`src/sv/psa_pkg.sv`:
```
// Shared types and codes of the pool segment allocator.
`timescale 1ns / 1ps
package psa_pkg;

	localparam int BYTES_W  = 25;
	localparam int START_W  = 25;
	localparam int COUNT_W  = 22;
	localparam int HANDLE_W = 8;
	localparam int OFFSET_W = 24;
	localparam int SLACK_W  = 16;

	localparam logic [SLACK_W-1:0] SLACK_RESET = 16'd50;
	localparam logic [BYTES_W-1:0] POOL_RESET  = 25'd16777216;

	localparam logic [1:0] STAT_OK    = 2'd0;
	localparam logic [1:0] STAT_OOM   = 2'd1;
	localparam logic [1:0] STAT_NOENT = 2'd2;

	localparam logic CFG_SLACK = 1'b0;
	localparam logic CFG_POOL  = 1'b1;

	typedef enum logic [4:0] {
		S_IDLE, S_A_WALK, S_A_CHK, S_A_SPLIT, S_A_APP,
		S_F_H, S_F_PT, S_F_PT2, S_F_NRD, S_F_N, S_F_N2, S_F_N3,
		S_F_H2RD, S_F_H2, S_F_P, S_F_P2, S_F_P3,
		S_LU_N, S_LU_P, S_AU_N, S_AU_P, S_P_RD, S_P_WR, S_DONE
	} state_t;

	typedef enum logic [2:0] {
		PT_LPREV, PT_LNEXT, PT_APREV, PT_ANEXT, PT_ADD
	} patch_op_t;

	typedef struct packed {
		logic                set_en;
		logic [HANDLE_W-1:0] set_idx;
		logic                clr_a_en;
		logic [HANDLE_W-1:0] clr_a_idx;
		logic                clr_b_en;
		logic [HANDLE_W-1:0] clr_b_idx;
	} slot_upd_t;

endpackage

```
`src/sv/psa_slots.sv`:
```
// Entry-in-use flags and a two-level registered search for the lowest unused entry.
`timescale 1ns / 1ps
module psa_slots
	import psa_pkg::*;
#(
	parameter int SPAN = 256
) (
	input  logic                clk,
	input  logic                arst_n,
	input  slot_upd_t           upd,
	input  logic [HANDLE_W-1:0] probe_idx,
	output logic                probe_used,
	output logic                first_ok,
	output logic [HANDLE_W-1:0] first_idx
);

	logic [255:0] used_q;
	logic [15:0]  grp_any_s1;
	logic [3:0]   grp_idx_s1 [16];
	logic         first_ok_q;
	logic [7:0]   first_idx_q;
	logic [15:0]  grp_any;
	logic [3:0]   grp_idx [16];
	logic         top_any;
	logic [7:0]   top_idx;

	always_ff @(posedge clk or negedge arst_n) begin
		if (!arst_n) begin
			used_q <= '0;
		end else begin
			if (upd.set_en) begin
				used_q[upd.set_idx] <= 1'b1;
			end
			if (upd.clr_a_en) begin
				used_q[upd.clr_a_idx] <= 1'b0;
			end
			if (upd.clr_b_en) begin
				used_q[upd.clr_b_idx] <= 1'b0;
			end
		end
	end

	// First level: lowest free entry inside each group of sixteen.
	always_comb begin
		for (int g = 0; g < 16; g++) begin
			grp_any[g] = 1'b0;
			grp_idx[g] = '0;
			for (int j = 15; j >= 0; j--) begin
				if (!used_q[g*16+j] && (g*16+j < SPAN)) begin
					grp_any[g] = 1'b1;
					grp_idx[g] = 4'(j);
				end
			end
		end
	end

	always_ff @(posedge clk) begin
		grp_any_s1 <= grp_any;
		grp_idx_s1 <= grp_idx;
	end

	// Second level: lowest group that has a free entry.
	always_comb begin
		top_any = 1'b0;
		top_idx = '0;
		for (int g = 15; g >= 0; g--) begin
			if (grp_any_s1[g]) begin
				top_any = 1'b1;
				top_idx = {4'(g), grp_idx_s1[g]};
			end
		end
	end

	always_ff @(posedge clk or negedge arst_n) begin
		if (!arst_n) begin
			first_ok_q <= 1'b0;
		end else begin
			first_ok_q <= top_any;
		end
	end

	always_ff @(posedge clk) begin
		first_idx_q <= top_idx;
	end

	assign probe_used = used_q[probe_idx];
	assign first_ok   = first_ok_q;
	assign first_idx  = first_idx_q;

endmodule

```
`config.mk`:
```
export PLATFORM = sky130hd
export DESIGN_NAME = psa_slots
export DESIGN_NICKNAME = d
export VERILOG_FILES = /design/src/sv/psa_pkg.sv /design/src/sv/psa_slots.sv
export SDC_FILE = /design/constraint.sdc
export NUM_CORES = 1
export LEC_CHECK = 0
export BUFFER_PORTS_ARGS = -buffer_cell sky130_fd_sc_hd__buf_2
export CAP_MARGIN = 40
export CELL_PAD_IN_SITES_DETAIL_PLACEMENT = 0
export CELL_PAD_IN_SITES_GLOBAL_PLACEMENT = 1
export CORE_ASPECT_RATIO = 0.9
export CORE_MARGIN = 2
export CORE_UTILIZATION = 45
export CTS_CLUSTER_SIZE = 28
export DETAILED_ROUTE_END_ITERATION = 10
export PLACE_DENSITY = 0.85
export SLEW_MARGIN = 15
export SYNTH_ARGS = -nofsm -noshare
export SYNTH_HDL_FRONTEND = slang
export SYNTH_SLANG_ARGS = --single-unit
```
`constraint.sdc`:
```
create_clock -name clk -period 2.1 [get_ports clk]
set_input_delay 0.21 -clock clk [delete_from_list [all_inputs] [get_ports clk]]
set_output_delay 0.21 -clock clk [all_outputs]
set_load 0.02 [all_outputs]
```
==> results of run 1 <==
-- flip-flops by register name, indices dropped and copies added, names as in the netlist --
signal	flops
first_idx	8
used_q	256
grp_any_s1	16
first_ok	1
grp_idx_s1	64
-- cell type report --
class / instances / share of cell area [%]
Multi-Input combinational cell: 1434 / 39.7
Antenna cell: 5 / 0.0513
Clock inverter: 9 / 0.359
Tap cell: 540 / 2.77
Timing Repair Buffer: 536 / 17.6
Clock buffer: 62 / 4.81
Sequential cell: 345 / 33.6
Inverter: 73 / 1.12
-- metrics by stage --
| stage | hold WS [ps] | instances | util [%] | cell area (um^2) |
|---|---|---|---|---|
| 4_1_cts | 117 | 2999 | 59.8 | 24300 |
| 2_1_floorplan | -85.6 | 1992 | - | 18600 |
| 6_report | 132 | 3004 | 60.0 | 24400 |
| 3_5_place_dp | 169 | 2927 | 56.5 | 23000 |
| 3_3_place_gp | 173 | 2917 | 56.3 | 22900 |
| 5_1_grt | 168 | 2999 | 60.0 | 24400 |
-- per-layer routing --
metal	share of wire [%]	wire (um)	vias up	GRT usage, %
met5	0.044	45	-	0
met3	16	15900	441	21.0
met2	40	41000	1862	65.4
met4	6.8	6870	6	26.6
met1	37	37500	10200	60.3
li1	-	-	8630	-
-- power groups by stage --
| stage | Clock (uW) | Sequential [uW] | Combinational, uW |
|---|---|---|---|
| floorplan | 0 | 7550 | 1200 |
| finish | 6990 | 7380 | 3100 |
| CTS | 6940 | 7350 | 2980 |
| detailed placement | 0 | 7470 | 2950 |
| global route | 7240 | 7400 | 3260 |
| global placement | 0 | 7470 | 2890 |
-- how the worst min path moves through the flow --
stage               startpoint                    end  slack [ps]  cells after the start
floorplan               arst_n     first_ok$_DFF_PN0_         -90                      0
global placement        arst_n  used_q[231]$_DFF_PN0_         170                      1
detailed placement      arst_n  used_q[231]$_DFF_PN0_         170                      1
CTS                    upd[19]  used_q[109]$_DFF_PN0_         120                      4
global route           upd[19]  used_q[109]$_DFF_PN0_         170                      4
finish                 upd[19]  used_q[109]$_DFF_PN0_         130                      4
-- kinds of logic (layout without fill, tap and decap cells) --
logic type | after synthesis | count (layout) | share of synthesized area [%]
mux | 103 | 103 | 8.15
simple gates | 539 | 539 | 14.4
flops | 345 | 345 | 44.2
compound gates | 792 | 792 | 28.5
other cells | 0 | 5 | 0
buf+inv | 213 | 680 | 4.74
-- synth_stat cells, types with 2 or more instances --
cell type / number / area share [%]
nor2b_1: 29 / 0.98
inv_1: 73 / 1.5
o22ai_1: 29 / 0.98
buf_6: 3 / 0.18
mux2_2: 6 / 0.36
nand2_1: 124 / 2.5
or4_1: 3 / 0.12
nand4_1: 50 / 1.7
a31oi_1: 60 / 2.0
a222oi_1: 2 / 0.11
clkbuf_1: 119 / 2.4
nor4b_1: 4 / 0.19
a311oi_1: 2 / 0.094
and2_1: 63 / 2.1
a22o_1: 2 / 0.094
a211oi_1: 2 / 0.081
dfrtp_1: 257 / 35
nor3_1: 70 / 1.9
dfxtp_1: 88 / 9.5
o221ai_1: 5 / 0.24
o21ai_0: 80 / 2.2
nand3_1: 22 / 0.59
nor3b_1: 2 / 0.081
a221oi_1: 259 / 12
mux4_2: 30 / 3.6
o21bai_1: 2 / 0.081
a21boi_0: 33 / 1.3
buf_4: 7 / 0.28
buf_2: 7 / 0.19
o211ai_1: 23 / 0.93
nand2b_1: 27 / 0.91
nor4_1: 11 / 0.37
mux4_1: 6 / 0.85
and3b_1: 2 / 0.094
o31ai_1: 2 / 0.081
nor2_1: 122 / 2.5
nand3b_1: 3 / 0.12
a21oi_1: 276 / 7.4
mux2i_1: 61 / 3.3
a22oi_1: 10 / 0.40
-- worst min-delay path, cell delays in order --
cell and delay (ps):
buf_2 180, nor2b_1 120, nand3_1 90, a222oi_1 60
-- what timing repair did --
action	4_1_cts	5_1_grt
endpoints found under the hold margin	131	0
endpoints found under the setup margin	3	7
pin swaps	2	4
hold buffers	1	0
gates resized for setup	9	24
==> qor.yml, run 1 <==
outcome:
  status: "finished with violations"
  violations: "setup timing"
synthesis:
  synthesis.nets: 2029
  yosys_most_used_dff: "dfrtp_1"
  ys_types: 56
  syn_area_per_cell_um2: 9.31
  syn_inst: 1992
  synthArstFlopShare_pct: 74.5
  yosysWarnings: 0
  synth_edf_count: 0
  synth_area_um2: 18500
  ys_seq_area_share_pct: 44.2
  ys_ff_latch: 345
detailed_routing:
  wirelength_um: 101000
  num_vias: 21200
  wire_per_inst_um: 33.7
  vias_per_cell: 7.05
  post-route-drc-count: 0
  drt_iter0_drc: 3797
  final_antenna_net_count: 0
  dr.pass1.iters: 9
layout:
  multi_input_area_um2: 9680
  syn_to_final_growth_pct: 31.5
  drive_gt1_share_pct: 27.2
  regArea_um2: 8200
  finalNetCount: 2466
  layout_commonest_cell: "buf_4"
  final.fill_count: 3544
  final_cell_mix: "buf_4 (462), a21oi_1 (274), dfrtp_1 (257)"
die:
  die_w_um: 218
  design.die.area_um2: 42900
  row_count: 70
  ios: 47
  coreArea_um2: 40600
  initial_core_util_pct: 45.6
  die_h_um: 197
worst_setup_path:
  crit_fanout: 2
  cp-startpoint: "used_q[231]$_DFF_PN0_"
  cp_slowest_stage_delay_ps: 500
  crit_path_end: "probe_used"
  arrival_ps: 2950
  crit_path_start_kind: "flip-flop"
  cpMaxStageDelayCell: "mux4_2"
  r2r-start: "used_q[110]$_DFF_PN0_"
  reg2reg_setup_slack_ps: 30
  critPathRequiredTime_ps: 1890
  r2r_end: "grp_idx_s1[36]$_SDFF_PN0_"
  crit_cells: 8
  critPathTopFamily: "compound AO/OA/AOI/OAI gates"
  crit_path_cell_trace: "mux4_2 > mux2_2 > a22oi_1 > nand2_1 > a41oi_2 > a21oi_2 > a211o_1 > buf_6"
  critPathKind: "flip-flop to output port"
  crit_path_end_kind: "output port"
  r2r_cells: 9
  critPathBufInv: 1
cts:
  cts_setup_buffers: 0
  clk_latency_ps: 580
  path_clk_slew_ps: 60
  cts_inserted_buffers: 39
  cts_tree: "built"
  cts_sinks: 345
  cts-root-buf: "clkbuf_16"
  htree_levels: 2
  clk_path_buf_depth: 3
sta:
  worst_pin_slew_ps: 834
  drv_slew: 0
  relSlewSlack_pct: 44.2
  finalSetupTns_ps: -1060
  hold_viol: 0
  rsz0062_at_grt: "true"
  min_period_ps: 3160
  post-route-period-util_pct: 151
  fmax_mhz: 316
  setup_slack_ps: -1060
  setup_viol: 1
  worst_clock_skew_ps: 10.5
grt:
  grt_pass1_vias: 19900
  grt_overflow_total: 0
  grt_pass1_wl_um: 142000
  grt_max_degree: 55
  grt_use_total_pct: 46.9
  grt_antenna_before_repair: 6
placement:
  numPortBuffers: 46
  pre_cts_slack_ps: -1030
  dp_hpwl_um: 70300
  place_congestion: 1.04
pwr:
  clkPwrFrac_pct: 40.0
  power_uw: 17500
  power_density_nw_per_um2: 717
  swShare_pct: 29.2
  p_sw_uw: 5100
  combPwrFrac_pct: 17.8
  ir_worst_vdd_v: 0.000637
  internal_power_uw: 12400
  p_leak_uw: 0.0104
  seqPwrFrac_pct: 42.2
hold_path:
  min-delay-path-class: "input port to flip-flop"
run:
  drv_cap: 0
No activity file was read; power rests on OpenSTA's default activity.
==> inputs of run 2 (changes only) <==
Settings changed: BUFFER_PORTS_ARGS -buffer_cell sky130_fd_sc_hd__buf_2 to default, CORE_UTILIZATION 45 to 46, DONT_BUFFER_PORTS from default to 1.
==> run 2 against run 1 <==
The run ends with hold timing, setup timing left. Critical path depth shrank 1. Clock skew grew 16 ps. First-iteration DRC count shrank 9.3%. Maximum frequency grew 5.4%. Count of clock-buffer cells in the layout shrank 3. Critical path type unchanged. Register-to-register slack gained 50 ps. Non-clock buffer count shrank 140.
==> qor.yml, run 2 (synthesis results as in run 1) <==
detailed_routing:
  drt_iter0_drc: 3442
  vias_per_cell: 7.21
  dr.pass1.iters: 7
  wirelength_um: 95500
  final_antenna_net_count: 0
  post-route-drc-count: 0
  num_vias: 20600
  wire_per_inst_um: 33.5
worst_setup_path:
  reg2reg_setup_slack_ps: 80
  arrival_ps: 2790
  r2r-start: "grp_any_s1[13]$_SDFF_PN1_"
  r2r_cells: 8
  critPathRequiredTime_ps: 1890
  crit_fanout: 2
  crit_path_start_kind: "flip-flop"
  critPathKind: "flip-flop to output port"
  crit_path_end_kind: "output port"
  r2r_end: "first_idx[0]$_DFF_P_"
cts:
  cts_tree: "built"
  cts_inserted_buffers: 39
  cts_setup_buffers: 0
  htree_levels: 2
  cts_sinks: 345
  clk_path_buf_depth: 3
  cts-root-buf: "clkbuf_16"
  path_clk_slew_ps: 60
  ctsHoldBuffers: 7
  clk_latency_ps: 580
sta:
  post-route-period-util_pct: 143
  rsz0062_at_grt: "true"
  min_period_ps: 3000
  fmax_mhz: 333
  hold_ws_ps: -663
  setup_viol: 1
  hold_viol: 258
  setup_slack_ps: -899
  finalSetupTns_ps: -899
  drv_slew: 0
  worst_pin_slew_ps: 905
  relSlewSlack_pct: 39.4
  worst_clock_skew_ps: 26.1
run:
  drv_cap: 0
hold_path:
  min-delay-path-class: "input port to asynchronous set/reset pin"
pwr:
  ir_worst_vdd_v: 0.000520
  power_density_nw_per_um2: 727
  p_leak_uw: 0.00964
grt:
  grt_overflow_total: 0
  grt_antenna_before_repair: 4
  grt_max_degree: 258
  grt_pass1_wl_um: 136000
  grt_pass1_vias: 19700
  grt_use_total_pct: 45.0
outcome:
  status: "finished with violations"
  violations: "hold timing, setup timing"
die:
  die_h_um: 194
  initial_core_util_pct: 46.8
  coreArea_um2: 39600
  design.die.area_um2: 41900
  die_w_um: 216
  row_count: 69
  ios: 47
layout:
  reg_top3: "used_q (256), grp_idx_s1 (64), grp_any_s1 (16)"
  final.fill_count: 3464
  final_area_um2: 23200
  regArea_um2: 8190
  multi_input_area_um2: 9680
  drive_gt1_share_pct: 22.7
  syn_to_final_growth_pct: 24.9
  finalNonFillerCells: 2854
  largest_register_ff_count: 256
  layout_commonest_cell: "buf_4"
  finalNetCount: 2326
  largest-register: "used_q"
  final_cell_mix: "buf_4 (380), a21oi_1 (274), dfrtp_1 (257)"
placement:
  dp.cells: 2772
  dp_hpwl_um: 63600
  numPortBuffers: 0
  place_congestion: 1.03
  placed_area_um2: 21700
## run 2: changes by cell type in the layout (fill, tap and decap cells not counted), sizes merged
| cell | previous run | this run |
|---|---|---|
| clkinvlp | 1 | 0 |
| bufinv | 1 | 0 |
| buf | 535 | 389 |
| clkinv | 6 | 5 |
| inv | 74 | 80 |
| diode | 5 | 3 |
| clkbuf | 62 | 59 |
| dlygate4sd3 | 1 | 7 |
## run 2: worst max path at each step
stage                                     start  slack [ps]          to  depth (start not counted)
after global routing      used_q[198]$_DFF_PN0_        -910  probe_used                          7
after detailed placement           probe_idx[1]        -420  probe_used                          8
after global placement             probe_idx[1]        -530  probe_used                          8
after CTS                 used_q[239]$_DFF_PN0_        -870  probe_used                          7
final                     used_q[199]$_DFF_PN0_        -900  probe_used                          7
after floorplan                    probe_idx[0]        -110  probe_used                          9
## run 2: repair_timing
item	4_1_cts	5_1_grt
endpoints found under the setup margin	5	6
pin swaps	4	9
endpoints found under the hold margin	270	257
gates resized for setup	11	17
## run 2: where the power goes
part | internal [uW] | switching (uW) | leakage (uW)
registers | 7060 | 317 | 0.00420
logic | 1170 | 1370 | 0.00482
clock network | 3880 | 3050 | 0.000619
total | 12100 | 4730 | 0.00964
## run 2: routing by layer
layer	wire length [um]	vias up	track usage, %
met3	15100	483	17.5
met1	34200	9941	57.4
met2	38100	1791	62.7
li1	-	8358	-
met5	0	-	0
met4	8150	0	31.0
## run 2: final cells by class
| type | count | area share [%] |
|---|---|---|
| Antenna cell | 3 | 0.0324 |
| Clock buffer | 59 | 5.03 |
| Clock inverter | 12 | 0.367 |
| Inverter | 73 | 1.18 |
| Multi-Input combinational cell | 1434 | 41.8 |
| Sequential cell | 345 | 35.4 |
| Tap cell | 532 | 2.87 |
| Timing Repair Buffer | 396 | 13.4 |
## run 2: worst max-delay path, stage by stage (launching register included)
cell and delay, ps:
dfrtp_1 380, mux4_2 490, mux2_2 290, a22oi_2 200, nand2_2 110, a41oi_4 300, a21oi_2 50, a211o_2 390
## run 2: metrics by stage
step           worst slack [ps]  total power (uW)  hold WS, ps  utilization (%)
4_1_cts                    -873             16700         -667             58.2
3_3_place_gp               -534              9810        -72.7             54.8
6_report                   -899             16800         -663             58.5
5_1_grt                    -906             17300         -667             58.5
3_5_place_dp               -424              9860        -72.3             54.8
2_1_floorplan              -107              8750        -85.6                -
